$ cat src/design/tci_pkg.sv
// ----------------------------------------------------------------------------
// tci_pkg: shared definitions for the track cone isolation block
// Field widths, fixed-point constants, register indexes and CORDIC tables.
// ----------------------------------------------------------------------------
`timescale 1ns / 1ps

package tci_pkg;

  // Number of CORDIC iterations for both the circular and hyperbolic passes.
  localparam int CORDIC_STEPS = 16;
  // Upper bound on the in-cone track count.
  localparam int MAX_TRACKS   = 1024;
  localparam int COUNT_CAP_I  = (MAX_TRACKS < 2047) ? MAX_TRACKS : 2047;

  // Field widths.
  localparam int MOM_W   = 16;
  localparam int SUM_W   = 40;
  localparam int CNT_W   = 11;
  localparam int DR_W    = 16;
  localparam int RAD_W   = 13;
  localparam int CFG_W   = 16;
  localparam int IDX_W   = 3;

  localparam logic [CNT_W-1:0] COUNT_CAP = CNT_W'(COUNT_CAP_I);

  // Configuration register indexes.
  localparam logic [IDX_W-1:0] REG_SUM_MODE       = 3'd0;
  localparam logic [IDX_W-1:0] REG_OUTER_RADIUS   = 3'd1;
  localparam logic [IDX_W-1:0] REG_INNER_RADIUS   = 3'd2;
  localparam logic [IDX_W-1:0] REG_COUNT_MIN_PT   = 3'd3;
  localparam logic [IDX_W-1:0] REG_CLOSEST_MIN_PT = 3'd4;
  localparam logic [IDX_W-1:0] REG_ISO_THRESHOLD  = 3'd5;

  // Sum mode codes.
  localparam logic [1:0] MODE_PLAIN    = 2'd0;
  localparam logic [1:0] MODE_REL      = 2'd1;
  localparam logic [1:0] MODE_SQ       = 2'd2;
  localparam logic [1:0] MODE_REL_SQ   = 2'd3;

  // Fixed-point constants (angles internally in 2^-16).
  localparam logic signed [21:0] PI_Z       = 22'sd205887;
  localparam logic [15:0]        LN2_Z      = 16'd45426;
  localparam logic signed [13:0] PHI_PI     = 14'sd3217;
  localparam logic signed [13:0] PHI_2PI    = 14'sd6434;
  localparam logic signed [25:0] ETA_MAX    = 26'sd8191;
  localparam logic signed [16:0] VZ_WINDOW  = 17'sd51;
  localparam logic [31:0]        MIN_SUM_SQ = 32'd4096;
  localparam logic [DR_W-1:0]    NO_DR      = 16'hFFFF;
  localparam logic [SUM_W-1:0]   SAT40      = 40'hFF_FFFF_FFFF;
  localparam logic [27:0]        SAT28      = 28'hFFF_FFFF;
  localparam logic [5:0]         K_MAX      = 6'd40;

  // Sequencer step limits.
  localparam logic [5:0] SQ_LAST     = 6'd5;
  localparam logic [5:0] DRSQ_LAST   = 6'd1;
  localparam logic [5:0] ROOT_LAST   = 6'd23;
  localparam logic [5:0] DIV_LAST    = 6'd55;
  localparam logic [5:0] CORDIC_LAST = 6'(CORDIC_STEPS - 1);

  // Circular arctangent table, 2^-16 units.
  function automatic logic [15:0] atan_lut(input logic [4:0] idx);
    logic [15:0] v;
    case (idx)
      5'd0:  v = 16'd51472;
      5'd1:  v = 16'd30385;
      5'd2:  v = 16'd16055;
      5'd3:  v = 16'd8150;
      5'd4:  v = 16'd4091;
      5'd5:  v = 16'd2047;
      5'd6:  v = 16'd1024;
      5'd7:  v = 16'd512;
      5'd8:  v = 16'd256;
      5'd9:  v = 16'd128;
      5'd10: v = 16'd64;
      5'd11: v = 16'd32;
      5'd12: v = 16'd16;
      5'd13: v = 16'd8;
      5'd14: v = 16'd4;
      5'd15: v = 16'd2;
      5'd16: v = 16'd1;
      default: v = 16'd0;
    endcase
    return v;
  endfunction

  // Hyperbolic arctangent table, 2^-16 units.
  function automatic logic [15:0] atanh_lut(input logic [4:0] idx);
    logic [15:0] v;
    case (idx)
      5'd1:  v = 16'd35999;
      5'd2:  v = 16'd16739;
      5'd3:  v = 16'd8235;
      5'd4:  v = 16'd4101;
      5'd5:  v = 16'd2049;
      5'd6:  v = 16'd1024;
      5'd7:  v = 16'd512;
      5'd8:  v = 16'd256;
      5'd9:  v = 16'd128;
      5'd10: v = 16'd64;
      5'd11: v = 16'd32;
      5'd12: v = 16'd16;
      5'd13: v = 16'd8;
      5'd14: v = 16'd4;
      5'd15: v = 16'd2;
      5'd16: v = 16'd1;
      default: v = 16'd0;
    endcase
    return v;
  endfunction

endpackage

$ cat src/design/tci_if.sv
// ----------------------------------------------------------------------------
// tci_if: channel interfaces of the track cone isolation block
// Valid/ready channels for track items and isolation results.
// ----------------------------------------------------------------------------
`timescale 1ns / 1ps

interface tci_in_if;
  logic                                valid;
  logic                                ready;
  logic                                operation;
  logic signed [tci_pkg::MOM_W-1:0]    mom_x;
  logic signed [tci_pkg::MOM_W-1:0]    mom_y;
  logic signed [tci_pkg::MOM_W-1:0]    mom_z;
  logic signed [tci_pkg::MOM_W-1:0]    vertex_z;
  logic                                last;

  modport source (output valid, operation, mom_x, mom_y, mom_z, vertex_z, last,
                  input ready);
  modport sink   (input valid, operation, mom_x, mom_y, mom_z, vertex_z, last,
                  output ready);
endinterface

interface tci_out_if;
  logic                          valid;
  logic                          ready;
  logic [tci_pkg::SUM_W-1:0]     pt_sum;
  logic [tci_pkg::CNT_W-1:0]     track_count;
  logic [tci_pkg::DR_W-1:0]      closest_dr;
  logic [tci_pkg::DR_W-1:0]      closest_dr_veto;
  logic                          isolated;

  modport source (output valid, pt_sum, track_count, closest_dr, closest_dr_veto,
                  isolated, input ready);
  modport sink   (input valid, pt_sum, track_count, closest_dr, closest_dr_veto,
                  isolated, output ready);
endinterface

$ cat src/design/track_cone_isolation_core.sv
// ----------------------------------------------------------------------------
// track_cone_isolation_core: tracker isolation cone around one electron
// Sequence per item: squares, two square roots, a doubling search, a
//   hyperbolic and a circular CORDIC pass, then eta and the cone compare;
//   a track inside the vertex window adds squares, a third root and the sum step;
//   a last track adds one division, two in relative squared mode.
// Throughput: one item at a time; a new item is taken only once the last
//   one is through. A result waits in the output register meanwhile.
// Reset: asynchronous, active low; control, configuration and accumulator registers
//   reset, datapath ones do not; the electron is all zero and distances read 65535.
// ----------------------------------------------------------------------------
`timescale 1ns / 1ps

module track_cone_isolation_core (
  input  logic                           clk_i,
  input  logic                           rst_ni,
  input  logic                           cfg_we_i,
  input  logic [tci_pkg::IDX_W-1:0]      cfg_idx_i,
  input  logic [tci_pkg::CFG_W-1:0]      cfg_wdata_i,
  tci_in_if.sink                         in_i,
  tci_out_if.source                      out_o
);

  // The sequencer walks each item through a chain of steps. One
  // squarer, one digit-by-digit square root, one CORDIC datapath (circular
  // or hyperbolic) and one restoring divider are reused along the way.
  typedef enum logic [14:0] {
    ST_IDLE    = 15'b000000000000001,
    ST_SQR     = 15'b000000000000010,
    ST_ROOT_B  = 15'b000000000000100,
    ST_ROOT_A  = 15'b000000000001000,
    ST_KSRCH   = 15'b000000000010000,
    ST_HYP     = 15'b000000000100000,
    ST_CIRC    = 15'b000000001000000,
    ST_ETA     = 15'b000000010000000,
    ST_CMP     = 15'b000000100000000,
    ST_DRSQ    = 15'b000001000000000,
    ST_ROOT_DR = 15'b000010000000000,
    ST_ACC     = 15'b000100000000000,
    ST_DSET    = 15'b001000000000000,
    ST_DIV     = 15'b010000000000000,
    ST_OUT     = 15'b100000000000000
  } state_e;

  state_e      state_q, state_d;
  logic [5:0]  cnt_q, cnt_d;

  // Configuration registers.
  logic [1:0]  sum_mode_q;
  logic [12:0] outer_radius_q, inner_radius_q;
  logic [15:0] count_min_pt_q, closest_min_pt_q, iso_threshold_q;

  // Electron and accumulators.
  logic [15:0]        lead_pt_q;
  logic signed [13:0] lead_eta_q;
  logic signed [12:0] lead_phi_q;
  logic signed [15:0] lead_vz_q;
  logic [27:0]        plain_acc_q;
  logic [39:0]        mode_acc_q;
  logic [10:0]        count_acc_q;
  logic [15:0]        min_dr_q, min_drv_q;

  // Latched item.
  logic               op_q, last_q;
  logic signed [15:0] px_q, py_q, pz_q, vz_q;

  // Squarer products.
  logic [31:0] sxy_q, azsq_q, cnt_sq_q, cls_sq_q, lead_sq_q;
  logic [28:0] drsq_q;

  // Square root unit.
  logic [47:0] rt_v_q;
  logic [25:0] rt_rem_q;
  logic [23:0] rt_root_q;

  // Pseudorapidity setup.
  logic [23:0] b_q;
  logic [24:0] a_q;
  logic [25:0] bs_q;
  logic [5:0]  k_q;

  // CORDIC datapath.
  logic signed [27:0] cx_q, cy_q;
  logic signed [21:0] cz_q, eta_z_q;
  logic [4:0]         ci_q;
  logic               r4_q, r13_q;

  logic signed [13:0] eta_q;
  logic signed [12:0] phi_q;
  logic signed [14:0] deta_q;
  logic signed [13:0] dphi_q;
  logic [15:0]        dr_q;

  // Divider.
  logic [55:0] dv_q;
  logic [31:0] dv_rem_q, dv_den_q;
  logic        dv_sel_q;
  logic [39:0] rel_plain_q, rel_mode_q;

  // Output register.
  logic        out_valid_q;
  logic [39:0] out_sum_q;
  logic [10:0] out_count_q;
  logic [15:0] out_dr_q, out_drv_q;
  logic        out_iso_q;

  logic in_fire, out_free;
  assign in_fire  = in_i.valid && in_i.ready;
  assign out_free = !out_valid_q || out_o.ready;

  assign in_i.ready            = (state_q == ST_IDLE);
  assign out_o.valid           = out_valid_q;
  assign out_o.pt_sum          = out_sum_q;
  assign out_o.track_count     = out_count_q;
  assign out_o.closest_dr      = out_dr_q;
  assign out_o.closest_dr_veto = out_drv_q;
  assign out_o.isolated        = out_iso_q;

  // Magnitudes of the momentum components.
  logic [15:0] px_abs, py_abs, pz_abs;
  assign px_abs = px_q[15] ? 16'(-px_q) : 16'(px_q);
  assign py_abs = py_q[15] ? 16'(-py_q) : 16'(py_q);
  assign pz_abs = pz_q[15] ? 16'(-pz_q) : 16'(pz_q);

  logic [14:0] deta_abs;
  logic [13:0] dphi_abs;
  assign deta_abs = deta_q[14] ? 15'(-deta_q) : 15'(deta_q);
  assign dphi_abs = dphi_q[13] ? 14'(-dphi_q) : 14'(dphi_q);

  // Shared squarer, its operand chosen by the sequencer step.
  logic [15:0] sq_op;
  logic [31:0] sq;
  always_comb begin
    sq_op = lead_pt_q;
    if (state_q == ST_SQR) begin
      case (cnt_q)
        6'd0:    sq_op = px_abs;
        6'd1:    sq_op = py_abs;
        6'd2:    sq_op = pz_abs;
        6'd3:    sq_op = count_min_pt_q;
        6'd4:    sq_op = closest_min_pt_q;
        default: sq_op = lead_pt_q;
      endcase
    end else if (state_q == ST_DRSQ) begin
      sq_op = (cnt_q == 6'd0) ? {1'b0, deta_abs} : {2'b0, dphi_abs};
    end
  end
  assign sq = {16'b0, sq_op} * {16'b0, sq_op};

  // Square root step: two radicand bits per cycle.
  logic [27:0] rt_rem_sh, rt_trial;
  logic        rt_ge;
  logic [25:0] rt_rem_n;
  logic [23:0] rt_root_n;
  assign rt_rem_sh = {rt_rem_q, rt_v_q[47:46]};
  assign rt_trial  = {2'b00, rt_root_q, 2'b01};
  assign rt_ge     = (rt_rem_sh >= rt_trial);
  assign rt_rem_n  = rt_ge ? 26'(rt_rem_sh - rt_trial) : rt_rem_sh[25:0];
  assign rt_root_n = {rt_root_q[22:0], rt_ge};

  // Doubling search for the scale k of the hyperbolic argument.
  logic k_more;
  assign k_more = (b_q != 24'd0) && (k_q < tci_pkg::K_MAX) &&
                  ({bs_q, 1'b0} <= {2'b0, a_q});

  // CORDIC step, circular in ST_CIRC and hyperbolic in ST_HYP.
  logic               hyp;
  logic signed [27:0] c_dx, c_dy, cx_n, cy_n;
  logic signed [21:0] c_ang, cz_n;
  logic [4:0]         ci_hyp_n;
  logic               r4_n, r13_n;
  assign hyp   = (state_q == ST_HYP);
  assign c_dx  = cy_q >>> ci_q;
  assign c_dy  = cx_q >>> ci_q;
  assign c_ang = signed'({6'b0, hyp ? tci_pkg::atanh_lut(ci_q) : tci_pkg::atan_lut(ci_q)});
  always_comb begin
    if (cy_q > 28'sd0) begin
      cx_n = hyp ? cx_q - c_dx : cx_q + c_dx;
      cy_n = cy_q - c_dy;
      cz_n = cz_q + c_ang;
    end else begin
      cx_n = hyp ? cx_q + c_dx : cx_q - c_dx;
      cy_n = cy_q + c_dy;
      cz_n = cz_q - c_ang;
    end
    // Hyperbolic shifts 4 and 13 are taken twice for convergence.
    r4_n     = r4_q;
    r13_n    = r13_q;
    ci_hyp_n = ci_q;
    if (ci_q == 5'd4 && !r4_q) begin
      r4_n = 1'b1;
    end else if (ci_q == 5'd13 && !r13_q) begin
      r13_n = 1'b1;
    end else begin
      ci_hyp_n = ci_q + 5'd1;
    end
  end

  // Circular start: vector (px, py) scaled by 256, left half plane turned by pi.
  logic signed [27:0] cx_init, cy_init;
  logic signed [21:0] cz_init;
  always_comb begin
    cx_init = {{4{px_q[15]}}, px_q, 8'b0};
    cy_init = {{4{py_q[15]}}, py_q, 8'b0};
    cz_init = 22'sd0;
    if (px_q[15]) begin
      cx_init = -cx_init;
      cy_init = -cy_init;
      cz_init = py_q[15] ? -tci_pkg::PI_Z : tci_pkg::PI_Z;
    end
  end

  // Azimuth rounded to 1/1024; zero vector gives zero.
  logic signed [21:0] phi_sum;
  logic signed [12:0] phi_val;
  assign phi_sum = (cz_n + 22'sd32) >>> 6;
  assign phi_val = (px_q == 16'sd0 && py_q == 16'sd0) ? 13'sd0 : phi_sum[12:0];

  // Pseudorapidity: eta = 2z + k*ln2, rounded, clamped and signed by pz.
  logic [21:0]        k_ln2;
  logic signed [25:0] e_sum, e_sh, e_cl;
  logic signed [13:0] eta_val;
  assign k_ln2 = {16'b0, k_q} * {6'b0, tci_pkg::LN2_Z};
  assign e_sum = {{3{eta_z_q[21]}}, eta_z_q, 1'b0} + signed'({4'b0, k_ln2}) + 26'sd32;
  assign e_sh  = e_sum >>> 6;
  always_comb begin
    e_cl = e_sh;
    if (e_sh > tci_pkg::ETA_MAX) e_cl = tci_pkg::ETA_MAX;
    if (e_sh < -tci_pkg::ETA_MAX) e_cl = -tci_pkg::ETA_MAX;
    if (pz_q == 16'sd0) begin
      eta_val = 14'sd0;
    end else if (sxy_q == 32'd0) begin
      eta_val = pz_q[15] ? -14'sd8191 : 14'sd8191;
    end else begin
      eta_val = pz_q[15] ? -e_cl[13:0] : e_cl[13:0];
    end
  end

  // Vertex window and angular differences against the electron.
  logic signed [16:0] dz;
  logic               in_win;
  logic signed [13:0] dphi_raw, dphi_w1, dphi_w2;
  assign dz     = {vz_q[15], vz_q} - {lead_vz_q[15], lead_vz_q};
  assign in_win = (dz <= tci_pkg::VZ_WINDOW) && (dz >= -tci_pkg::VZ_WINDOW);
  assign dphi_raw = {phi_q[12], phi_q} - {lead_phi_q[12], lead_phi_q};
  assign dphi_w1  = (dphi_raw > tci_pkg::PHI_PI) ? dphi_raw - tci_pkg::PHI_2PI : dphi_raw;
  assign dphi_w2  = (dphi_w1 < -tci_pkg::PHI_PI) ? dphi_w1 + tci_pkg::PHI_2PI : dphi_w1;

  // Cone tests and accumulator updates.
  logic [15:0] trk_pt;
  logic        in_cone;
  logic [28:0] plain_add;
  logic [40:0] mode_add;
  assign trk_pt    = b_q[23:8];
  assign in_cone   = (dr_q < {3'b0, outer_radius_q}) && (dr_q > {3'b0, inner_radius_q});
  assign plain_add = {1'b0, plain_acc_q} + {13'b0, trk_pt};
  assign mode_add  = {1'b0, mode_acc_q} + {9'b0, sxy_q};

  // Divider: numerator and divisor setup, one restoring step per cycle.
  logic [55:0] dv_num;
  logic [31:0] dv_den;
  logic [32:0] dv_rem_sh;
  logic        dv_ge;
  logic [31:0] dv_rem_n;
  logic [55:0] dv_q_n;
  logic        div_done;
  logic [39:0] div_res;
  assign dv_num    = dv_sel_q ? {mode_acc_q, 16'b0} : {12'b0, plain_acc_q, 16'b0};
  assign dv_den    = dv_sel_q ? lead_sq_q : {16'b0, lead_pt_q};
  assign dv_rem_sh = {dv_rem_q, dv_q[55]};
  assign dv_ge     = (dv_rem_sh >= {1'b0, dv_den_q});
  assign dv_rem_n  = dv_ge ? 32'(dv_rem_sh - {1'b0, dv_den_q}) : dv_rem_sh[31:0];
  assign dv_q_n    = {dv_q[54:0], dv_ge};
  assign div_done  = ((state_q == ST_DSET) && (dv_den == 32'd0)) ||
                     ((state_q == ST_DIV) && (cnt_q == tci_pkg::DIV_LAST));
  always_comb begin
    if (state_q == ST_DSET) begin
      // A zero electron pt saturates any nonzero relative sum.
      div_res = (dv_num != 56'd0) ? tci_pkg::SAT40 : 40'd0;
    end else begin
      div_res = (dv_q_n[55:40] != 16'd0) ? tci_pkg::SAT40 : dv_q_n[39:0];
    end
  end

  // Result selection per sum mode.
  logic [39:0] sum_sel;
  always_comb begin
    case (sum_mode_q)
      tci_pkg::MODE_PLAIN:  sum_sel = {12'b0, plain_acc_q};
      tci_pkg::MODE_REL:    sum_sel = rel_plain_q;
      tci_pkg::MODE_SQ:     sum_sel = mode_acc_q;
      tci_pkg::MODE_REL_SQ: sum_sel = rel_mode_q;
      default:              sum_sel = {12'b0, plain_acc_q};
    endcase
  end

  // Sequencer.
  always_comb begin
    state_d = state_q;
    cnt_d   = cnt_q + 6'd1;
    case (state_q)
      ST_IDLE: begin
        cnt_d = 6'd0;
        if (in_fire) state_d = ST_SQR;
      end
      ST_SQR: begin
        if (cnt_q == tci_pkg::SQ_LAST) begin
          state_d = ST_ROOT_B;
          cnt_d   = 6'd0;
        end
      end
      ST_ROOT_B: begin
        if (cnt_q == tci_pkg::ROOT_LAST) begin
          state_d = ST_ROOT_A;
          cnt_d   = 6'd0;
        end
      end
      ST_ROOT_A: begin
        if (cnt_q == tci_pkg::ROOT_LAST) begin
          state_d = ST_KSRCH;
          cnt_d   = 6'd0;
        end
      end
      ST_KSRCH: begin
        cnt_d = 6'd0;
        if (!k_more) state_d = ST_HYP;
      end
      ST_HYP: begin
        if (cnt_q == tci_pkg::CORDIC_LAST) begin
          state_d = ST_CIRC;
          cnt_d   = 6'd0;
        end
      end
      ST_CIRC: begin
        if (cnt_q == tci_pkg::CORDIC_LAST) begin
          state_d = ST_ETA;
          cnt_d   = 6'd0;
        end
      end
      ST_ETA: begin
        state_d = ST_CMP;
        cnt_d   = 6'd0;
      end
      ST_CMP: begin
        cnt_d = 6'd0;
        if (!op_q) begin
          state_d = ST_IDLE;
        end else if (in_win) begin
          state_d = ST_DRSQ;
        end else if (last_q) begin
          state_d = ST_DSET;
        end else begin
          state_d = ST_IDLE;
        end
      end
      ST_DRSQ: begin
        if (cnt_q == tci_pkg::DRSQ_LAST) begin
          state_d = ST_ROOT_DR;
          cnt_d   = 6'd0;
        end
      end
      ST_ROOT_DR: begin
        if (cnt_q == tci_pkg::ROOT_LAST) begin
          state_d = ST_ACC;
          cnt_d   = 6'd0;
        end
      end
      ST_ACC: begin
        cnt_d   = 6'd0;
        state_d = last_q ? ST_DSET : ST_IDLE;
      end
      ST_DSET: begin
        cnt_d   = 6'd0;
        state_d = ST_DIV;
      end
      ST_DIV: begin
      end
      ST_OUT: begin
        cnt_d = 6'd0;
        if (out_free) state_d = ST_IDLE;
      end
      default: begin
        state_d = ST_IDLE;
        cnt_d   = 6'd0;
      end
    endcase
    // After the plain relative sum, relative squared mode runs a second division.
    if (div_done) begin
      cnt_d   = 6'd0;
      state_d = (!dv_sel_q && sum_mode_q == tci_pkg::MODE_REL_SQ) ? ST_DSET : ST_OUT;
    end
  end

  // Control, configuration, electron and accumulator registers.
  always_ff @(posedge clk_i or negedge rst_ni) begin
    if (!rst_ni) begin
      state_q          <= ST_IDLE;
      cnt_q            <= 6'd0;
      sum_mode_q       <= 2'd0;
      outer_radius_q   <= 13'd205;
      inner_radius_q   <= 13'd15;
      count_min_pt_q   <= 16'd64;
      closest_min_pt_q <= 16'd64;
      iso_threshold_q  <= 16'd3277;
      lead_pt_q        <= 16'd0;
      lead_eta_q       <= 14'sd0;
      lead_phi_q       <= 13'sd0;
      lead_vz_q        <= 16'sd0;
      plain_acc_q      <= 28'd0;
      mode_acc_q       <= 40'd0;
      count_acc_q      <= 11'd0;
      min_dr_q         <= tci_pkg::NO_DR;
      min_drv_q        <= tci_pkg::NO_DR;
      out_valid_q      <= 1'b0;
    end else begin
      state_q <= state_d;
      cnt_q   <= cnt_d;

      if (cfg_we_i) begin
        case (cfg_idx_i)
          tci_pkg::REG_SUM_MODE:       sum_mode_q       <= cfg_wdata_i[1:0];
          tci_pkg::REG_OUTER_RADIUS:   outer_radius_q   <= cfg_wdata_i[12:0];
          tci_pkg::REG_INNER_RADIUS:   inner_radius_q   <= cfg_wdata_i[12:0];
          tci_pkg::REG_COUNT_MIN_PT:   count_min_pt_q   <= cfg_wdata_i;
          tci_pkg::REG_CLOSEST_MIN_PT: closest_min_pt_q <= cfg_wdata_i;
          tci_pkg::REG_ISO_THRESHOLD:  iso_threshold_q  <= cfg_wdata_i;
          default: begin
          end
        endcase
      end

      if (state_q == ST_CMP && !op_q) begin
        // An electron opens a new event.
        lead_pt_q   <= trk_pt;
        lead_eta_q  <= eta_q;
        lead_phi_q  <= phi_q;
        lead_vz_q   <= vz_q;
        plain_acc_q <= 28'd0;
        mode_acc_q  <= 40'd0;
        count_acc_q <= 11'd0;
        min_dr_q    <= tci_pkg::NO_DR;
        min_drv_q   <= tci_pkg::NO_DR;
      end else if (state_q == ST_ACC) begin
        if (in_cone && sxy_q >= tci_pkg::MIN_SUM_SQ) begin
          plain_acc_q <= plain_add[28] ? tci_pkg::SAT28 : plain_add[27:0];
          mode_acc_q  <= mode_add[40] ? tci_pkg::SAT40 : mode_add[39:0];
        end
        if (in_cone && sxy_q >= cnt_sq_q && count_acc_q < tci_pkg::COUNT_CAP) begin
          count_acc_q <= count_acc_q + 11'd1;
        end
        if (sxy_q >= cls_sq_q) begin
          if (dr_q < min_dr_q) min_dr_q <= dr_q;
          if (dr_q > {3'b0, inner_radius_q} && dr_q < min_drv_q) min_drv_q <= dr_q;
        end
      end else if (state_q == ST_OUT && out_free) begin
        plain_acc_q <= 28'd0;
        mode_acc_q  <= 40'd0;
        count_acc_q <= 11'd0;
        min_dr_q    <= tci_pkg::NO_DR;
        min_drv_q   <= tci_pkg::NO_DR;
      end

      if (state_q == ST_OUT && out_free) begin
        out_valid_q <= 1'b1;
      end else if (out_o.ready) begin
        out_valid_q <= 1'b0;
      end
    end
  end

  // Datapath registers.
  always_ff @(posedge clk_i) begin
    case (state_q)
      ST_IDLE: begin
        if (in_fire) begin
          op_q   <= in_i.operation;
          px_q   <= in_i.mom_x;
          py_q   <= in_i.mom_y;
          pz_q   <= in_i.mom_z;
          vz_q   <= in_i.vertex_z;
          last_q <= in_i.last;
        end
      end
      ST_SQR: begin
        case (cnt_q)
          6'd0:    sxy_q     <= sq;
          6'd1:    sxy_q     <= sxy_q + sq;
          6'd2:    azsq_q    <= sq;
          6'd3:    cnt_sq_q  <= sq;
          6'd4:    cls_sq_q  <= sq;
          default: lead_sq_q <= sq;
        endcase
        if (cnt_q == tci_pkg::SQ_LAST) begin
          rt_v_q    <= {sxy_q, 16'b0};
          rt_rem_q  <= 26'd0;
          rt_root_q <= 24'd0;
        end
      end
      ST_ROOT_B: begin
        if (cnt_q == tci_pkg::ROOT_LAST) begin
          b_q       <= rt_root_n;
          rt_v_q    <= {sxy_q + azsq_q, 16'b0};
          rt_rem_q  <= 26'd0;
          rt_root_q <= 24'd0;
        end else begin
          rt_v_q    <= {rt_v_q[45:0], 2'b00};
          rt_rem_q  <= rt_rem_n;
          rt_root_q <= rt_root_n;
        end
      end
      ST_ROOT_A: begin
        rt_v_q    <= {rt_v_q[45:0], 2'b00};
        rt_rem_q  <= rt_rem_n;
        rt_root_q <= rt_root_n;
        if (cnt_q == tci_pkg::ROOT_LAST) begin
          a_q  <= {1'b0, rt_root_n} + {1'b0, pz_abs, 8'b0};
          bs_q <= {2'b0, b_q};
          k_q  <= 6'd0;
        end
      end
      ST_KSRCH: begin
        if (k_more) begin
          bs_q <= {bs_q[24:0], 1'b0};
          k_q  <= k_q + 6'd1;
        end else begin
          cx_q  <= signed'({3'b0, a_q} + {2'b0, bs_q});
          cy_q  <= signed'({3'b0, a_q} - {2'b0, bs_q});
          cz_q  <= 22'sd0;
          ci_q  <= 5'd1;
          r4_q  <= 1'b0;
          r13_q <= 1'b0;
        end
      end
      ST_HYP: begin
        if (cnt_q == tci_pkg::CORDIC_LAST) begin
          eta_z_q <= cz_n;
          cx_q    <= cx_init;
          cy_q    <= cy_init;
          cz_q    <= cz_init;
          ci_q    <= 5'd0;
        end else begin
          cx_q  <= cx_n;
          cy_q  <= cy_n;
          cz_q  <= cz_n;
          ci_q  <= ci_hyp_n;
          r4_q  <= r4_n;
          r13_q <= r13_n;
        end
      end
      ST_CIRC: begin
        cx_q <= cx_n;
        cy_q <= cy_n;
        cz_q <= cz_n;
        ci_q <= ci_q + 5'd1;
        if (cnt_q == tci_pkg::CORDIC_LAST) phi_q <= phi_val;
      end
      ST_ETA: begin
        eta_q <= eta_val;
      end
      ST_CMP: begin
        deta_q   <= {eta_q[13], eta_q} - {lead_eta_q[13], lead_eta_q};
        dphi_q   <= dphi_w2;
        dv_sel_q <= 1'b0;
      end
      ST_DRSQ: begin
        if (cnt_q == 6'd0) begin
          drsq_q <= sq[28:0];
        end else begin
          rt_v_q    <= {19'b0, drsq_q + sq[28:0]};
          rt_rem_q  <= 26'd0;
          rt_root_q <= 24'd0;
        end
      end
      ST_ROOT_DR: begin
        rt_v_q    <= {rt_v_q[45:0], 2'b00};
        rt_rem_q  <= rt_rem_n;
        rt_root_q <= rt_root_n;
        if (cnt_q == tci_pkg::ROOT_LAST) dr_q <= rt_root_n[15:0];
      end
      ST_ACC: begin
        dv_sel_q <= 1'b0;
      end
      ST_DSET: begin
        dv_q     <= dv_num;
        dv_rem_q <= 32'd0;
        dv_den_q <= dv_den;
      end
      ST_DIV: begin
        dv_q     <= dv_q_n;
        dv_rem_q <= dv_rem_n;
      end
      ST_OUT: begin
        if (out_free) begin
          out_sum_q   <= sum_sel;
          out_count_q <= count_acc_q;
          out_dr_q    <= min_dr_q;
          out_drv_q   <= min_drv_q;
          out_iso_q   <= (rel_plain_q <= {24'b0, iso_threshold_q});
        end
      end
      default: begin
      end
    endcase

    if (div_done) begin
      if (!dv_sel_q) begin
        rel_plain_q <= div_res;
        dv_sel_q    <= 1'b1;
      end else begin
        rel_mode_q  <= div_res;
      end
    end
  end

endmodule

$ cat src/flat_wrapper.sv
// flat-port wrapper written by rule: the top's interface ports become plain ports
module track_cone_isolation_core_flat 
  (clk_i, rst_ni, cfg_we_i, cfg_idx_i, cfg_wdata_i, in_i_valid, in_i_operation, in_i_mom_x, in_i_mom_y, in_i_mom_z, in_i_vertex_z, in_i_last, in_i_ready, out_o_valid, out_o_pt_sum, out_o_track_count, out_o_closest_dr, out_o_closest_dr_veto, out_o_isolated, out_o_ready);
  tci_in_if in_i_i ();
  tci_out_if out_o_i ();
  input  logic clk_i;
  input  logic rst_ni;
  input  logic cfg_we_i;
  input  logic [tci_pkg::IDX_W-1:0] cfg_idx_i;
  input  logic [tci_pkg::CFG_W-1:0] cfg_wdata_i;
  input wire logic [$bits(in_i_i.valid)-1:0] in_i_valid;
  input wire logic [$bits(in_i_i.operation)-1:0] in_i_operation;
  input wire logic [$bits(in_i_i.mom_x)-1:0] in_i_mom_x;
  input wire logic [$bits(in_i_i.mom_y)-1:0] in_i_mom_y;
  input wire logic [$bits(in_i_i.mom_z)-1:0] in_i_mom_z;
  input wire logic [$bits(in_i_i.vertex_z)-1:0] in_i_vertex_z;
  input wire logic [$bits(in_i_i.last)-1:0] in_i_last;
  output wire logic [$bits(in_i_i.ready)-1:0] in_i_ready;
  output wire logic [$bits(out_o_i.valid)-1:0] out_o_valid;
  output wire logic [$bits(out_o_i.pt_sum)-1:0] out_o_pt_sum;
  output wire logic [$bits(out_o_i.track_count)-1:0] out_o_track_count;
  output wire logic [$bits(out_o_i.closest_dr)-1:0] out_o_closest_dr;
  output wire logic [$bits(out_o_i.closest_dr_veto)-1:0] out_o_closest_dr_veto;
  output wire logic [$bits(out_o_i.isolated)-1:0] out_o_isolated;
  input wire logic [$bits(out_o_i.ready)-1:0] out_o_ready;
  assign in_i_i.valid = in_i_valid;
  assign in_i_i.operation = in_i_operation;
  assign in_i_i.mom_x = in_i_mom_x;
  assign in_i_i.mom_y = in_i_mom_y;
  assign in_i_i.mom_z = in_i_mom_z;
  assign in_i_i.vertex_z = in_i_vertex_z;
  assign in_i_i.last = in_i_last;
  assign in_i_ready = in_i_i.ready;
  assign out_o_valid = out_o_i.valid;
  assign out_o_pt_sum = out_o_i.pt_sum;
  assign out_o_track_count = out_o_i.track_count;
  assign out_o_closest_dr = out_o_i.closest_dr;
  assign out_o_closest_dr_veto = out_o_i.closest_dr_veto;
  assign out_o_isolated = out_o_i.isolated;
  assign out_o_i.ready = out_o_ready;
  track_cone_isolation_core u_core (.clk_i(clk_i), .rst_ni(rst_ni), .cfg_we_i(cfg_we_i), .cfg_idx_i(cfg_idx_i), .cfg_wdata_i(cfg_wdata_i), .in_i(in_i_i), .out_o(out_o_i));
endmodule
$ cat config.mk
export PLATFORM = sky130hd
export DESIGN_NAME = track_cone_isolation_core_flat
export DESIGN_NICKNAME = d
export VERILOG_FILES = /design/src/design/tci_pkg.sv /design/src/design/tci_if.sv /design/src/design/track_cone_isolation_core.sv /design/src/flat_wrapper.sv
export SDC_FILE = /design/constraint.sdc
export NUM_CORES = 2
export LEC_CHECK = 0
export ABC_AREA = 1
export BUFFER_PORTS_ARGS = -buffer_cell sky130_fd_sc_hd__buf_4
export CORE_UTILIZATION = 50
export DETAILED_ROUTE_END_ITERATION = 6
export PLACE_DENSITY_LB_ADDON = 0.05
export RECOVER_POWER = 50
export SLEW_MARGIN = 10
export SYNTH_ARGS = -nofsm -noshare
export SYNTH_HDL_FRONTEND = slang
export SYNTH_SLANG_ARGS = --single-unit
export TNS_END_PERCENT = 5
$ cat constraint.sdc
create_clock -name clk_i -period 26 [get_ports clk_i]
set_input_delay 1.3 -clock clk_i [delete_from_list [all_inputs] [get_ports clk_i]]
set_output_delay 1.3 -clock clk_i [all_outputs]
set_load 0.01 [all_outputs]
==> impl_metrics.env <==
export IMPL_status="finished with violations"
export IMPL_violations="max-capacitance violations, max-slew violations"
export IMPL_track_usage_pct=31.9
export IMPL_final_design_area_no_fill_mm2=0.0950
export IMPL_syn_nets=11500
export IMPL_synth_cells_most_frequent="2202 x sky130_fd_sc_hd__nand2_1, 1565 x sky130_fd_sc_hd__inv_1, 931 x sky130_fd_sc_hd__o21ai_0, 892 x sky130_fd_sc_hd__edfxtp_1, 800 x sky130_fd_sc_hd__a21oi_1"
export IMPL_worst_slew_pin_slew_ns=7.73
export IMPL_hold_path_depth=0
export IMPL_vdd_ir_max_v=0.0000733
export IMPL_path_max_fanout=140
export IMPL_synth_edf_count=892
export IMPL_timing_hold_worst_endpoint="u_core.out_o.track_count[6]"
export IMPL_coreArea_mm2=0.172
export IMPL_yosys_register_bits=1193
export IMPL_detailedRoute_firstPassIterationCount=7
export IMPL_cts_h_tree_lvls=4
export IMPL_total_congestion_overflow=0
export IMPL_clkLatencyLatePin_ns=0.83
export IMPL_worstSetupPathType="input pin to async pin"
export IMPL_grt_first_pass_wirelength_mm=425
export IMPL_hold_path_class="flip-flop to flip-flop"
export IMPL_n_fill_cell=16100
export IMPL_postSynth_topFlopCell="sky130_fd_sc_hd__edfxtp_1"
export IMPL_synthTopCellsByArea="sky130_fd_sc_hd__edfxtp_1 31%, sky130_fd_sc_hd__ha_1 11%, sky130_fd_sc_hd__nand2_1 9.5%"
export IMPL_cap_violations=25
export IMPL_timing_critical_path_from_type="input pin"
export IMPL_rows=152
export IMPL_cts_root_buffer_cell="sky130_fd_sc_hd__clkbuf_16"
export IMPL_placedCellCount=12800
export IMPL_utilization_after_layout_pct=55.3
export IMPL_fp_dieArea_mm2=0.175
export IMPL_post_cts_buffers=0
export IMPL_regToRegEndpoint="u_core.rt_v_q[27]"
export IMPL_post_route_drc_count=0
export IMPL_area_growth_synth_to_final_pct=9.55
export IMPL_worstReg2RegStart="u_core.state_q[11]"
export IMPL_layout_setup_ws_ns=13.39
export IMPL_fraction_of_final_layout_cells_with_drive_strength_greater_than_1_pct=5.35
export IMPL_drt_antenna_violating_nets=0
export IMPL_number_of_cells_produced_by_synthesis=10500
export IMPL_ctsLongestPathBuffers=3
export IMPL_cts_tree="done"
export IMPL_clock_sinks=1193
export IMPL_crit_path_end_kind="async pin"
export IMPL_setup_viol_count_final=0
export IMPL_tritoncts_num_buffers=141
export IMPL_synth_top_area_cell="sky130_fd_sc_hd__edfxtp_1"
export IMPL_route_vias_total=73800
export IMPL_vias_in_the_first_global_route=70000
export IMPL_synth_area_per_cell_um2=8.30
export IMPL_layout_worst_path_cycle_share_pct=48.5
export IMPL_drt_initial_drc_count=7018
export IMPL_slew_headroom_pct=-416
export IMPL_min_delay_start="u_core.count_acc_q[6]"
export IMPL_finish_cell_count_without_fillers=13000
export IMPL_place_gp_congestion=0.984
export IMPL_via_per_instance_ratio=5.66
export IMPL_async_reset_ff_share_pct=22.5
export IMPL_initial_antenna_violation_count=9
export IMPL_floorplan_die_height_um=419
export IMPL_clock_slew_seen_by_the_registers_of_the_worst_setup_and_hold_paths_ns=0.06
export IMPL_worstRegToRegCells=49
export IMPL_ioPinCount=176
export IMPL_regToRegSetupSlack_ns=14.17
export IMPL_maxClockFrequency_ghz=0.0793
export IMPL_synth_top_cell_area_share_pct=30.9
export IMPL_clock_skew_ns=0.0705
export IMPL_finalHoldViolCount=0
export IMPL_leakagePower_nw=42.4
export IMPL_powerDensity_mw_per_mm2=67.3
export IMPL_holdBufCountCts=0
export IMPL_die_width_um=419
export IMPL_ctsResizeCount=0
export IMPL_critPathArrivalTime_ns=12.79
export IMPL_portBuffers=175
export IMPL_grt_max_degree=141
export IMPL_worstPathRequired_ns=26.17
export IMPL_synth_most_common_cell="sky130_fd_sc_hd__nand2_1"
export IMPL_drt_total_wl_mm=280
export IMPL_place_detailed_hpwl_mm=218
export IMPL_route_detailed_wl_per_inst_um=21.5
export IMPL_syn_cell_area_mm2=0.0868
export IMPL_preCtsSetupSlack_ns=14.41
export IMPL_fin_tns_setup_ns=0
export IMPL_synth_warnings=0
export IMPL_postPlaceCellArea_mm2=0.0909
export IMPL_timing_final_crit_period_ns=12.61
export IMPL_rsz0062_at_grt="false"
export IMPL_synth_yosys_seq_area_share_pct=39.4
export IMPL_initial_utilization_pct=50.5
export IMPL_final_nets=11600
export IMPL_synthDistinctLibCells=78
export IMPL_finalMaxSlewViolations=1130
[stage by stage]
step	total power, W	hold slack (ns)
after global placement	0.00430	0.442
after global routing	0.00672	0.478
after CTS	0.00640	0.429
final	0.00639	0.474
after detailed placement	0.00433	0.455
after floorplan	0.00371	0.425
[state kept, by name, summed over array words and instances, names as in the netlist, 24 cells and up, named ones only]
signal	cells
u_core.out_o.pt_sum	40
u_core.dv_rem_q	32
u_core.cy_q	28
u_core.azsq_q	31
u_core.mode_acc_q	40
u_core.rel_mode_q	40
u_core.dv_den_q	32
u_core.rt_root_q	24
u_core.dv_q	56
u_core.sxy_q	32
u_core.rt_rem_q	26
u_core.a_q	25
u_core.cx_q	28
u_core.b_q	24
u_core.cls_sq_q	31
u_core.drsq_q	28
u_core.rt_v_q	48
u_core.cnt_sq_q	31
u_core.rel_plain_q	40
u_core.bs_q	26
u_core.lead_sq_q	31
u_core.plain_acc_q	28
[report_power, final]
part | switching [W] | internal [W] | total [W]
Clock | 0.000891 | 0.00118 | 0.00207
Sequential | 0.000159 | 0.00228 | 0.00244
Combinational | 0.00125 | 0.000630 | 0.00188
[worst max path at each step]
stage | startpoint | end | slack (ns) | cells after the start
global placement | u_core.cnt_q[4] | u_core.sxy_q[31] | 14.67 | 41
finish | rst_ni | u_core.lead_phi_q[6] | 13.39 | 3
CTS | u_core.state_q[8] | u_core.rt_v_q[27] | 14.34 | 46
detailed placement | u_core.state_q[10] | u_core.rt_v_q[27] | 14.41 | 46
floorplan | u_core.state_q[4] | u_core.sxy_q[31] | 16.23 | 41
global route | rst_ni | u_core.lead_phi_q[6] | 11.10 | 3
[layout make-up]
type	count	area, um2	share of cell area [%]
Multi-Input combinational cell	7377	45500	47.9
Sequential cell	1193	34200	36.0
Inverter	1611	6050	6.36
Clock buffer	175	3730	3.92
Tap cell	2310	2890	3.04
Timing Repair Buffer	276	1530	1.61
Clock inverter	87	1080	1.14
Antenna cell	1	2.50	0.00263
[layout by cell type, fill, tap and decap left out, types with 30 or more instances in the layout]
cell                           n
sky130_fd_sc_hd__clkbuf_16   141
sky130_fd_sc_hd__fa_1        187
sky130_fd_sc_hd__edfxtp_1    892
sky130_fd_sc_hd__o31ai_1      32
sky130_fd_sc_hd__clkbuf_1    172
sky130_fd_sc_hd__xor2_1      272
sky130_fd_sc_hd__o21bai_1     36
sky130_fd_sc_hd__a21boi_0     32
sky130_fd_sc_hd__inv_1      1568
sky130_fd_sc_hd__buf_4        94
sky130_fd_sc_hd__nand2_1    2203
sky130_fd_sc_hd__o2111ai_1    31
sky130_fd_sc_hd__clkbuf_4     37
sky130_fd_sc_hd__clkinv_1     35
sky130_fd_sc_hd__o211ai_1     74
sky130_fd_sc_hd__nand3_1     311
sky130_fd_sc_hd__a31oi_1      63
sky130_fd_sc_hd__nand2_2      33
sky130_fd_sc_hd__o221ai_1     30
sky130_fd_sc_hd__dfxtp_1      32
sky130_fd_sc_hd__dfrtp_1     217
sky130_fd_sc_hd__nand4_1     101
sky130_fd_sc_hd__xnor2_1     132
sky130_fd_sc_hd__o21a_1       30
sky130_fd_sc_hd__nor4_1       65
sky130_fd_sc_hd__o21ai_0     930
sky130_fd_sc_hd__ha_1        757
sky130_fd_sc_hd__nor3_1       99
sky130_fd_sc_hd__or2_2        45
sky130_fd_sc_hd__nor2_1      761
sky130_fd_sc_hd__a21oi_1     800
sky130_fd_sc_hd__dfstp_1      33
[logic make-up after synthesis]
kind of cell / share of synthesized area, %
buffers and inverters: 8.23
adder cells (fa/ha/maj): 15.2
multiplexers: 0.348
AND/OR/NAND/NOR: 18.1
flip-flops: 39.4
AO/OA/AOI/OAI: 14.5
XOR/XNOR: 4.12
[metal layers]
metal | routed length [um] | share of wire [%] | track usage, %
met2 | 124000 | 44 | 49.2
met4 | 9360 | 3.3 | 10.5
met5 | 61 | 0.022 | 0
met1 | 125000 | 45 | 45.4
met3 | 21400 | 7.6 | 5.31
[critical path, stage by stage]
cell,delay [ns]
sky130_fd_sc_hd__clkbuf_1,3.08
sky130_fd_sc_hd__clkbuf_1,5.58
sky130_fd_sc_hd__clkbuf_1,2.47
Power figures use the tool's default switching activity.
